**src/rtl/core/wpsa_pkg.sv**
```systemverilog
// Shared types and constants of the wheel pulse speed averager.
package wpsa_pkg;

	// Fixed widths
	localparam int TS_W    = 48;
	localparam int DIV_W   = 32;
	localparam int SPEED_W = 16;

	localparam logic [SPEED_W-1:0] SPEED_MAX = 16'hFFFF;

	// Configuration register indexes and reset values
	localparam logic REG_NUMERATOR = 1'b0;
	localparam logic REG_LIMIT     = 1'b1;

	localparam logic [31:0]        NUMERATOR_RST = 32'd280575540;
	localparam logic [SPEED_W-1:0] LIMIT_RST     = 16'd5500;

	// Input item kinds
	localparam logic FUNC_OVERFLOW = 1'b0;
	localparam logic FUNC_PULSE    = 1'b1;

	typedef struct packed {
		logic        func;
		logic [15:0] capture_count;
	} in_item_t;

	typedef struct packed {
		logic [SPEED_W-1:0] avg_speed;
		logic               updated;
		logic               limited;
	} out_item_t;

	typedef enum logic [3:0] {
		ST_IDLE,
		ST_PER,
		ST_DIV1_GO,
		ST_DIV1_WAIT,
		ST_WR,
		ST_RD,
		ST_ACC,
		ST_DIV2_GO,
		ST_DIV2_WAIT,
		ST_LIM,
		ST_DONE
	} state_t;

	// Controller to datapath
	typedef struct packed {
		logic ovf_inc;
		logic cap;
		logic per;
		logic div_start;
		logic div_sel;   // 0: numerator / period, 1: sum / count
		logic ring_wr;
		logic rd;
		logic acc;
		logic avg_load;
		logic lim;
		logic out_load;
	} cmd_t;

	// Datapath to controller
	typedef struct packed {
		logic upd;
		logic div_done;
		logic sum_last;
	} status_t;

endpackage

```
**src/rtl/core/wheel_pulse_speed_averager_unit.sv**
```systemverilog
// Top level of the wheel pulse speed averager: register port, sequencer, datapath.
//
//  channel | direction | handshake           | payload
//  --------+-----------+---------------------+---------------------------------------
//  in      | input     | in_valid/in_stall   | in_item: func, capture_count
//  out     | output    | out_valid/out_stall | out_item: avg_speed, updated, limited
//  cfg     | input     | psel/penable/pready | paddr, pwdata, prdata
//
// An overflow tick is counted without leaving idle; a later tick may follow in the next cycle.
// A pulse with a period from an earlier pulse passes twice through the shared 32-step divider
// and reads and adds up each ring entry in turn, the ring holding up to WINDOW entries.
// The first pulse after reset skips both divisions and the ring. Reset clears all control state;
// no clearing pass. A stalled result waits in the output register while the next
// item is accepted; the pulse after it then waits to load until that result is taken.
module wheel_pulse_speed_averager_unit #(
	parameter int WINDOW     = 10,
	parameter int TIMER_BITS = 16
) (
	input  logic                clk,
	input  logic                arst_n,
	input  logic                in_valid,
	output logic                in_stall,
	input  wpsa_pkg::in_item_t  in_item,
	output logic                out_valid,
	input  logic                out_stall,
	output wpsa_pkg::out_item_t out_item,
	input  logic                psel,
	input  logic                penable,
	input  logic                pwrite,
	input  logic [2:0]          paddr,
	input  logic [31:0]         pwdata,
	output logic [31:0]         prdata,
	output logic                pready
);
	import wpsa_pkg::*;

	logic [31:0]        numerator_q;
	logic [SPEED_W-1:0] limit_q;
	logic               reg_wr;
	logic               reg_sel;
	cmd_t               cmd;
	status_t            status;

	assign pready  = 1'b1;
	assign reg_wr  = psel && penable && pwrite;
	assign reg_sel = paddr[2];

	// Configuration registers
	always_ff @(posedge clk or negedge arst_n) begin
		if (!arst_n) begin
			numerator_q <= NUMERATOR_RST;
			limit_q     <= LIMIT_RST;
		end else if (reg_wr) begin
			unique case (reg_sel)
				REG_NUMERATOR: numerator_q <= pwdata;
				REG_LIMIT:     limit_q     <= pwdata[SPEED_W-1:0];
				default:       numerator_q <= numerator_q;
			endcase
		end
	end

	// Register readback
	always_comb begin
		unique case (reg_sel)
			REG_NUMERATOR: prdata = numerator_q;
			REG_LIMIT:     prdata = 32'(limit_q);
			default:       prdata = '0;
		endcase
	end

	wpsa_ctrl u_ctrl (
		.clk       (clk),
		.arst_n    (arst_n),
		.in_valid  (in_valid),
		.in_func   (in_item.func),
		.in_stall  (in_stall),
		.out_valid (out_valid),
		.out_stall (out_stall),
		.status    (status),
		.cmd       (cmd)
	);

	wpsa_datapath #(
		.WINDOW     (WINDOW),
		.TIMER_BITS (TIMER_BITS)
	) u_dp (
		.clk             (clk),
		.arst_n          (arst_n),
		.cmd             (cmd),
		.status          (status),
		.in_item         (in_item),
		.speed_numerator (numerator_q),
		.speed_limit     (limit_q),
		.out_item        (out_item)
	);

	// A new result never overwrites one still waiting
	a_no_overwrite: assert property (@(posedge clk) disable iff (!arst_n)
		cmd.out_load |-> !(out_valid && out_stall))
		else $error("result register overwritten while stalled");

	// A sample enters the ring only when an earlier pulse gave a period
	a_sample_needs_prev: assert property (@(posedge clk) disable iff (!arst_n)
		cmd.ring_wr |-> status.upd)
		else $error("ring written on first pulse");

	// A limited result always reports zero speed
	a_limited_zero: assert property (@(posedge clk) disable iff (!arst_n)
		(out_valid && out_item.limited) |-> (out_item.avg_speed == '0))
		else $error("limited result with nonzero speed");

	// Pulses are only taken while idle, so no overflow count during a pulse
	a_ovf_idle: assert property (@(posedge clk) disable iff (!arst_n)
		cmd.ovf_inc |-> !in_stall)
		else $error("overflow counted while busy");

endmodule

```
**src/rtl/core/wpsa_div.sv**
```systemverilog
// Restoring unsigned divider, one quotient bit per cycle.
module wpsa_div (
	input  logic                      clk,
	input  logic                      arst_n,
	input  logic                      start,
	input  logic [wpsa_pkg::DIV_W-1:0] dividend,
	input  logic [wpsa_pkg::DIV_W-1:0] divisor,
	output logic [wpsa_pkg::DIV_W-1:0] quotient,
	output logic                      done
);
	import wpsa_pkg::*;

	localparam int STEP_W = $clog2(DIV_W);

	logic [DIV_W-1:0]  rem_q;
	logic [DIV_W-1:0]  quo_q;
	logic [DIV_W-1:0]  dsr_q;
	logic [STEP_W-1:0] step_q;
	logic              busy_q;
	logic              done_q;
	logic [DIV_W:0]    trial;

	// Shift in the next dividend bit and try the subtraction
	assign trial = {rem_q, quo_q[DIV_W-1]} - {1'b0, dsr_q};

	// Control
	always_ff @(posedge clk or negedge arst_n) begin
		if (!arst_n) begin
			busy_q <= 1'b0;
			done_q <= 1'b0;
			step_q <= '0;
		end else begin
			done_q <= 1'b0;
			if (start) begin
				busy_q <= 1'b1;
				step_q <= '0;
			end else if (busy_q) begin
				step_q <= step_q + 1'b1;
				if (step_q == STEP_W'(DIV_W - 1)) begin
					busy_q <= 1'b0;
					done_q <= 1'b1;
				end
			end
		end
	end

	// Remainder and quotient
	always_ff @(posedge clk) begin
		if (start) begin
			rem_q <= '0;
			quo_q <= dividend;
			dsr_q <= divisor;
		end else if (busy_q) begin
			if (!trial[DIV_W]) begin
				rem_q <= trial[DIV_W-1:0];
				quo_q <= {quo_q[DIV_W-2:0], 1'b1};
			end else begin
				rem_q <= {rem_q[DIV_W-2:0], quo_q[DIV_W-1]};
				quo_q <= {quo_q[DIV_W-2:0], 1'b0};
			end
		end
	end

	assign quotient = quo_q;
	assign done     = done_q;

endmodule

```
**src/rtl/core/wpsa_datapath.sv**
```systemverilog
// Timestamp, period, speed ring, running sum, limit check and result register.
module wpsa_datapath #(
	parameter int WINDOW     = 10,
	parameter int TIMER_BITS = 16
) (
	input  logic                         clk,
	input  logic                         arst_n,
	input  wpsa_pkg::cmd_t               cmd,
	output wpsa_pkg::status_t            status,
	input  wpsa_pkg::in_item_t           in_item,
	input  logic [31:0]                  speed_numerator,
	input  logic [wpsa_pkg::SPEED_W-1:0] speed_limit,
	output wpsa_pkg::out_item_t          out_item
);
	import wpsa_pkg::*;

	localparam int IDX_W = (WINDOW > 1) ? $clog2(WINDOW) : 1;
	localparam int CNT_W = $clog2(WINDOW + 1);
	localparam int SUM_W = SPEED_W + CNT_W;

	logic [31:0]        ovf_q;
	logic [TS_W-1:0]    ts_q;
	logic [TS_W-1:0]    prev_ts_q;
	logic [TS_W-1:0]    period_q;
	logic               seen_q;
	logic               upd_q;
	logic               lim_q;
	logic [IDX_W-1:0]   idx_q;
	logic               full_q;
	logic [CNT_W-1:0]   cnt_q;
	logic [CNT_W-1:0]   ptr_q;
	logic [SUM_W-1:0]   sum_q;
	logic [SPEED_W-1:0] rd_data_q;
	logic [SPEED_W-1:0] held_q;
	out_item_t          out_q;

	logic [SPEED_W-1:0] ring_mem [WINDOW];

	logic [63:0]        ovf_shift;
	logic [63:0]        cap_masked;
	logic [TS_W-1:0]    ts_new;
	logic [DIV_W-1:0]   div_dividend;
	logic [DIV_W-1:0]   div_divisor;
	logic [DIV_W-1:0]   div_quo;
	logic               div_done;
	logic [SPEED_W-1:0] speed;
	logic [CNT_W-1:0]   idx_inc;
	logic               idx_wrap;

	// Timestamp: overflow count above the timer bits, capture below
	assign ovf_shift  = 64'(ovf_q) << TIMER_BITS;
	assign cap_masked = 64'(in_item.capture_count) & ((64'd1 << TIMER_BITS) - 64'd1);
	assign ts_new     = ovf_shift[TS_W-1:0] | cap_masked[TS_W-1:0];

	// Shared divider operands
	always_comb begin
		if (cmd.div_sel) begin
			div_dividend = DIV_W'(sum_q);
			div_divisor  = DIV_W'(cnt_q);
		end else begin
			div_dividend = speed_numerator;
			div_divisor  = period_q[DIV_W-1:0];
		end
	end

	wpsa_div u_div (
		.clk      (clk),
		.arst_n   (arst_n),
		.start    (cmd.div_start),
		.dividend (div_dividend),
		.divisor  (div_divisor),
		.quotient (div_quo),
		.done     (div_done)
	);

	// Speed: zero period saturates, a period past 32 bits gives zero, a quotient past 16 bits saturates
	always_comb begin
		if (period_q == '0) begin
			speed = SPEED_MAX;
		end else if (period_q[TS_W-1:DIV_W] != '0) begin
			speed = '0;
		end else if (div_quo[DIV_W-1:SPEED_W] != '0) begin
			speed = SPEED_MAX;
		end else begin
			speed = div_quo[SPEED_W-1:0];
		end
	end

	assign idx_inc  = CNT_W'(idx_q) + 1'b1;
	assign idx_wrap = (idx_inc == CNT_W'(WINDOW));

	// Control state of the datapath
	always_ff @(posedge clk or negedge arst_n) begin
		if (!arst_n) begin
			ovf_q     <= '0;
			prev_ts_q <= '0;
			seen_q    <= 1'b0;
			idx_q     <= '0;
			full_q    <= 1'b0;
			held_q    <= '0;
		end else begin
			if (cmd.ovf_inc) begin
				ovf_q <= ovf_q + 1'b1;
			end
			if (cmd.per) begin
				prev_ts_q <= ts_q;
				seen_q    <= 1'b1;
			end
			if (cmd.ring_wr) begin
				idx_q <= idx_wrap ? '0 : idx_inc[IDX_W-1:0];
				if (idx_wrap) begin
					full_q <= 1'b1;
				end
			end
			if (cmd.avg_load) begin
				held_q <= div_quo[SPEED_W-1:0];
			end else if (cmd.lim && (held_q > speed_limit)) begin
				held_q <= '0;
			end
		end
	end

	// Per-item working registers
	always_ff @(posedge clk) begin
		if (cmd.cap) begin
			ts_q  <= ts_new;
			upd_q <= seen_q;
			lim_q <= 1'b0;
		end
		if (cmd.per) begin
			period_q <= ts_q - prev_ts_q;
		end
		if (cmd.ring_wr) begin
			cnt_q <= (full_q || idx_wrap) ? CNT_W'(WINDOW) : idx_inc;
			ptr_q <= '0;
			sum_q <= '0;
		end
		if (cmd.rd) begin
			ptr_q <= ptr_q + 1'b1;
		end
		if (cmd.acc) begin
			sum_q <= sum_q + SUM_W'(rd_data_q);
		end
		if (cmd.lim && (held_q > speed_limit)) begin
			lim_q <= 1'b1;
		end
		if (cmd.out_load) begin
			out_q.avg_speed <= held_q;
			out_q.updated   <= upd_q;
			out_q.limited   <= lim_q;
		end
	end

	// Speed ring: one write, one registered read
	always_ff @(posedge clk) begin
		if (cmd.ring_wr) begin
			ring_mem[idx_q] <= speed;
		end
		if (cmd.rd) begin
			rd_data_q <= ring_mem[ptr_q[IDX_W-1:0]];
		end
	end

	assign status.upd      = upd_q;
	assign status.div_done = div_done;
	assign status.sum_last = (ptr_q == cnt_q);
	assign out_item        = out_q;

endmodule

```
**src/rtl/core/wpsa_ctrl.sv**
```systemverilog
// Sequencer for one pulse: period, speed division, ring sum, average division, limit, result load.
module wpsa_ctrl (
	input  logic                clk,
	input  logic                arst_n,
	input  logic                in_valid,
	input  logic                in_func,
	output logic                in_stall,
	output logic                out_valid,
	input  logic                out_stall,
	input  wpsa_pkg::status_t   status,
	output wpsa_pkg::cmd_t      cmd
);
	import wpsa_pkg::*;

	state_t state_q;
	state_t state_d;
	logic   out_valid_q;
	logic   out_free;

	assign out_free = !out_valid_q || !out_stall;

	// State register
	always_ff @(posedge clk or negedge arst_n) begin
		if (!arst_n) begin
			state_q <= ST_IDLE;
		end else begin
			state_q <= state_d;
		end
	end

	// Next state and commands
	always_comb begin
		state_d = state_q;
		cmd     = '0;
		unique case (state_q)
			ST_IDLE: begin
				if (in_valid) begin
					if (in_func == FUNC_PULSE) begin
						cmd.cap = 1'b1;
						state_d = ST_PER;
					end else begin
						cmd.ovf_inc = 1'b1;
					end
				end
			end
			ST_PER: begin
				cmd.per = 1'b1;
				state_d = status.upd ? ST_DIV1_GO : ST_LIM;
			end
			ST_DIV1_GO: begin
				cmd.div_start = 1'b1;
				state_d       = ST_DIV1_WAIT;
			end
			ST_DIV1_WAIT: begin
				if (status.div_done) begin
					state_d = ST_WR;
				end
			end
			ST_WR: begin
				cmd.ring_wr = 1'b1;
				state_d     = ST_RD;
			end
			ST_RD: begin
				cmd.rd  = 1'b1;
				state_d = ST_ACC;
			end
			ST_ACC: begin
				cmd.acc = 1'b1;
				state_d = status.sum_last ? ST_DIV2_GO : ST_RD;
			end
			ST_DIV2_GO: begin
				cmd.div_sel   = 1'b1;
				cmd.div_start = 1'b1;
				state_d       = ST_DIV2_WAIT;
			end
			ST_DIV2_WAIT: begin
				cmd.div_sel = 1'b1;
				if (status.div_done) begin
					cmd.avg_load = 1'b1;
					state_d      = ST_LIM;
				end
			end
			ST_LIM: begin
				cmd.lim = 1'b1;
				state_d = ST_DONE;
			end
			ST_DONE: begin
				if (out_free) begin
					cmd.out_load = 1'b1;
					state_d      = ST_IDLE;
				end
			end
			default: begin
				state_d = ST_IDLE;
			end
		endcase
	end

	// Result valid: set on load, cleared when the item is taken
	always_ff @(posedge clk or negedge arst_n) begin
		if (!arst_n) begin
			out_valid_q <= 1'b0;
		end else if (cmd.out_load) begin
			out_valid_q <= 1'b1;
		end else if (!out_stall) begin
			out_valid_q <= 1'b0;
		end
	end

	assign in_stall  = (state_q != ST_IDLE);
	assign out_valid = out_valid_q;

endmodule
```
**config.mk**
```make
export PLATFORM = sky130hd
export DESIGN_NAME = wheel_pulse_speed_averager_unit
export DESIGN_NICKNAME = d
export VERILOG_FILES = /design/src/rtl/core/wpsa_pkg.sv /design/src/rtl/core/wheel_pulse_speed_averager_unit.sv /design/src/rtl/core/wpsa_div.sv /design/src/rtl/core/wpsa_datapath.sv /design/src/rtl/core/wpsa_ctrl.sv
export SDC_FILE = /design/constraint.sdc
export NUM_CORES = 1
export LEC_CHECK = 0
export ABC_AREA = 1
export BUFFER_PORTS_ARGS = -buffer_cell sky130_fd_sc_hd__buf_2
export CAP_MARGIN = 10
export CORE_MARGIN = 8
export CORE_UTILIZATION = 45
export DETAILED_ROUTE_END_ITERATION = 8
export SKIP_CTS_REPAIR_TIMING = 1
export SYNTH_ARGS = -nofsm -noshare
export SYNTH_HDL_FRONTEND = slang
export SYNTH_HIERARCHICAL = 1
export SYNTH_SLANG_ARGS = --single-unit
```
**constraint.sdc**
```tcl
create_clock -name clk -period 4.4 [get_ports clk]
set_input_delay 0.44 -clock clk [delete_from_list [all_inputs] [get_ports clk]]
set_output_delay 0.44 -clock clk [all_outputs]
set_load 0.01 [all_outputs]
```
==> metrics.txt <==
run status=finished, final reports clean; fin crit share=62.3%; CP Capture Type=flop; fill count=6789; XOR/XNOR Fraction of Synth Area=2.02%; Core ar.=69900 sq um; Crit path arrival time=3010 ps; DRC viols=0; share of the synthesized area in the top cell type=36.3%; Combinational Power Share=3.6%; Fin Setup TNS=0 ps; most area-hungry cell type in the Yosys netlist=edfxtp_1; drt initial violations=1958; grt ovf=0; clk slew on worst S/H paths=60 ps; met3 wire length=4.12 mm; Sequential Power Share=51.2%; first-pass GRT wire length=130 mm; Finish-stage setup viols=0; CP Class=reg2reg; leakage power=17.3 nW; Pwr Density=327 nW/um^2; initial antenna violation count=1; Worst-Margin Slew=1230 ps; startpoint types=flop; CTS buffer count=61; maximum VDD drop=285 uV; Worst EP required=4670 ps; routed wl met2=36.5 mm; Top FF cell, synth=edfxtp_1; Die X=281 um; Port-buffer cells=108; Cell Area, Synth=31700 sq um; hpwl dp=59.4 mm; Total Nets Final=4213; Vias/cell=4.93; Design Power=0.0116 W; clk_skew=56.5 ps; initial core utilization=45.3%; register area share after synthesis=51.3%; Longest Clk Path Bufs=3; area taken by multi-input logic gates=12600 sq um; drt first pass iters=5; clock network power share=45.2%; WL per Instance=16.4 um; Adder-Cell Fraction of Synth Area=4.93%; Hold WC Path Type=in2reg; Tot GR Track Use=20.7%; Rel. slew slack=17.9%; Max-Cap Viols=0; post-synthesis mux area share=0.604%; die footprint=79100 sq um; I/O Pins=112; Post-synth EDFFs=383; Fmax=0.365 GHz; post-synthesis average cell area=8.10 sq um; ANT nets after route=0; clk sinks=578; crit path max fanout=16; Routability Congestion=0.942; max layer used=met4; final hold vios=0; met1 WL=40.3 mm; post-synthesis cell type count=50; root cell of the clock tree=clkbuf_16; CTS tree=built; fraction of the mapped netlist area in simple logic gates=26.0%; RSZ-0062 raised after global routing=false; final core utilization=50.7%; Synth Warn #=6; main combinational cell family by area after synthesis=simple AND/OR/NAND/NOR gates; number of global-route vias before repair=23.3k; Post-Syn Instances=3910; vias=24.8k; largest net degree at the start of global routing=98; ys async rst share=28.0%; Cell Rows=97; proportion of layout cells with a drive suffix above 1=8.55%; layout overhead on the synthesized area=12.0%; fin crit period=2740 ps; WL final=82.5 mm; top post-synthesis cells by area=edfxtp_1 36%, nand2_1 15%, dfrtp_1 11%; die height=281 um; register area=16200 sq um; CTS H-Tree Depth=2; synthesized net count=4092; clk_lat worst skew=650 ps; final slew viol count=0; Compound-Gate Fraction of Synth Area=5.98%; Int Pwr=0.00905 W; switch share=22.0%; NetSw=0.00255 W; Yosys reg bits=578
state kept, by name, indices dropped and copies added, names as in the netlist, 4 cells and up:
name,flops
u_dp/ring_mem,160
u_dp/period_q,48
u_dp/prev_ts_q,48
u_dp/ts_q,48
numerator_q,32
u_dp/ovf_q,32
u_dp/u_div/dsr_q,32
u_dp/u_div/quotient,32
u_dp/u_div/rem_q,32
u_dp/sum_q,20
u_dp/out_item,18
limit_q,16
u_dp/held_q,16
u_dp/rd_data_q,16
u_dp/u_div/step_q,5
u_ctrl/state_q,4
u_dp/cnt_q,4
u_dp/idx_q,4
u_dp/ptr_q,4
cells in the final DEF, fill, tap and decap left out, types with 4 or more instances in the layout:
| cell | Yosys | routed |
|---|---|---|
| nor2_4 | 3 | 6 |
| nand2_1 | 1294 | 1292 |
| clkinv_2 | 0 | 19 |
| or2_2 | 5 | 5 |
| xnor2_1 | 28 | 28 |
| nand3_1 | 203 | 203 |
| clkinv_1 | 2 | 10 |
| o21ai_0 | 193 | 193 |
| clkbuf_16 | 0 | 62 |
| dfxtp_1 | 33 | 33 |
| nand3_2 | 4 | 4 |
| nor2_1 | 364 | 359 |
| nand4_1 | 32 | 32 |
| bufinv_16 | 0 | 6 |
| xor2_1 | 45 | 45 |
| and2_1 | 10 | 9 |
| mux2_2 | 17 | 17 |
| o21ai_1 | 6 | 6 |
| edfxtp_1 | 383 | 383 |
| inv_1 | 639 | 639 |
| nor3_2 | 3 | 7 |
| and3_1 | 5 | 5 |
| nor3_1 | 36 | 32 |
| o22ai_1 | 50 | 50 |
| clkbuf_8 | 0 | 5 |
| nor4_1 | 18 | 18 |
| dfstp_2 | 22 | 22 |
| ha_1 | 120 | 120 |
| buf_4 | 10 | 33 |
| a21oi_1 | 90 | 90 |
| buf_2 | 18 | 107 |
| nor2_2 | 12 | 14 |
| clkbuf_1 | 60 | 5 |
| o21bai_1 | 8 | 8 |
| dfrtp_1 | 140 | 140 |
| nand2_2 | 13 | 15 |
| inv_2 | 8 | 9 |
| dlygate4sd3_1 | 0 | 16 |
power by group through the flow:
stage	clock, W	sequential [W]	combinational [W]
6_report	0.00525	0.00594	0.000413
5_1_grt	0.00561	0.00595	0.000472
4_1_cts	0.00539	0.00594	0.000407
3_5_place_dp	0	0.00605	0.000406
3_3_place_gp	0	0.00605	0.000398
2_1_floorplan	0	0.00601	0.000241
through the flow:
step	instances	hold slack (ps)	worst slack [ps]	area (sq um)
2_1_floorplan	3910	144	980	31700
5_1_grt	5025	3.21	1360	35500
4_1_cts	5008	-214	1590	35300
3_5_place_dp	4892	422	1630	33200
3_3_place_gp	4892	417	1680	33200
6_report	5025	8.80	1660	35500
metal layers:
| layer | vias to the layer above | global-route usage, % |
|---|---|---|
| met5 | - | 0 |
| met4 | 0 | 4.55 |
| met3 | 93 | 2.50 |
| met2 | 551 | 33.0 |
| met1 | 11500 | 30.1 |
| li1 | 12700 | - |
synthesized netlist by cell type, types with 2 or more instances:
cell type,n
or2_2,5
and2_1,10
dfstp_2,22
edfxtp_1,383
o21ai_1,6
mux2_2,17
buf_2,18
fa_1,3
inv_1,639
nand2_4,3
buf_8,2
nand3_2,4
nor3_2,3
buf_6,3
nand3_1,203
buf_1,6
ha_1,120
nor4_1,18
a31oi_1,3
dfrtp_1,140
nor3_1,36
clkinv_1,2
buf_4,10
nor2_4,3
a21oi_1,90
o21bai_1,8
xnor2_1,28
nor3b_2,2
inv_2,8
nand3b_1,3
nor2_2,12
dfxtp_1,33
nand2_2,13
and3_1,5
o21ai_0,193
xor2_1,45
o22ai_1,50
a21o_1,3
nand2_1,1294
nor2_1,364
nand4_1,32
clkbuf_1,60
logic make-up (layout without fill, tap and decap cells):
| kind of cell | count (synthesis) | in the layout |
|---|---|---|
| AO/OA/AOI/OAI | 357 | 357 |
| XOR/XNOR | 73 | 73 |
| adder cells (fa/ha/maj) | 123 | 123 |
| buffers and inverters | 748 | 922 |
| flip-flops | 578 | 578 |
| multiplexers | 17 | 17 |
| other | 1 | 2 |
| AND/OR/NAND/NOR | 2013 | 2013 |
final timing paths:
path                       cells after the start                   to  slack (ps)                    start
hold / removal                                 3      numerator_q[16]           9               pwdata[16]
min in group asynchronous                      2   u_dp/prev_ts_q[44]         340                   arst_n
hold reg to reg                                0     u_dp/out_item[0]         440               u_dp/lim_q
max in group asynchronous                      3           limit_q[2]        3060                   arst_n
setup reg to reg                               4  u_dp/ring_mem[5][0]        1660  u_dp/u_div/quotient[28]
setup / recovery                               4  u_dp/ring_mem[5][0]        1660  u_dp/u_div/quotient[28]
critical path, cell delays in order (launching register included):
cell	delay [ps]
edfxtp_1	410
nor4_1	430
nand4_1	700
o21ai_0	450
nand2_1	350
final cells by class:
| class | count | share of cell area, % |
|---|---|---|
| repair buffers | 157 | 2.69 |
| clock inverters | 44 | 1.25 |
| well taps | 940 | 3.32 |
| clock buffers | 72 | 4.62 |
| multi-input cells | 2584 | 35.4 |
| flip-flops and latches | 578 | 45.8 |
| diodes | 1 | 0.00706 |
| inverters | 649 | 6.87 |
Power figures use the tool's default switching activity.
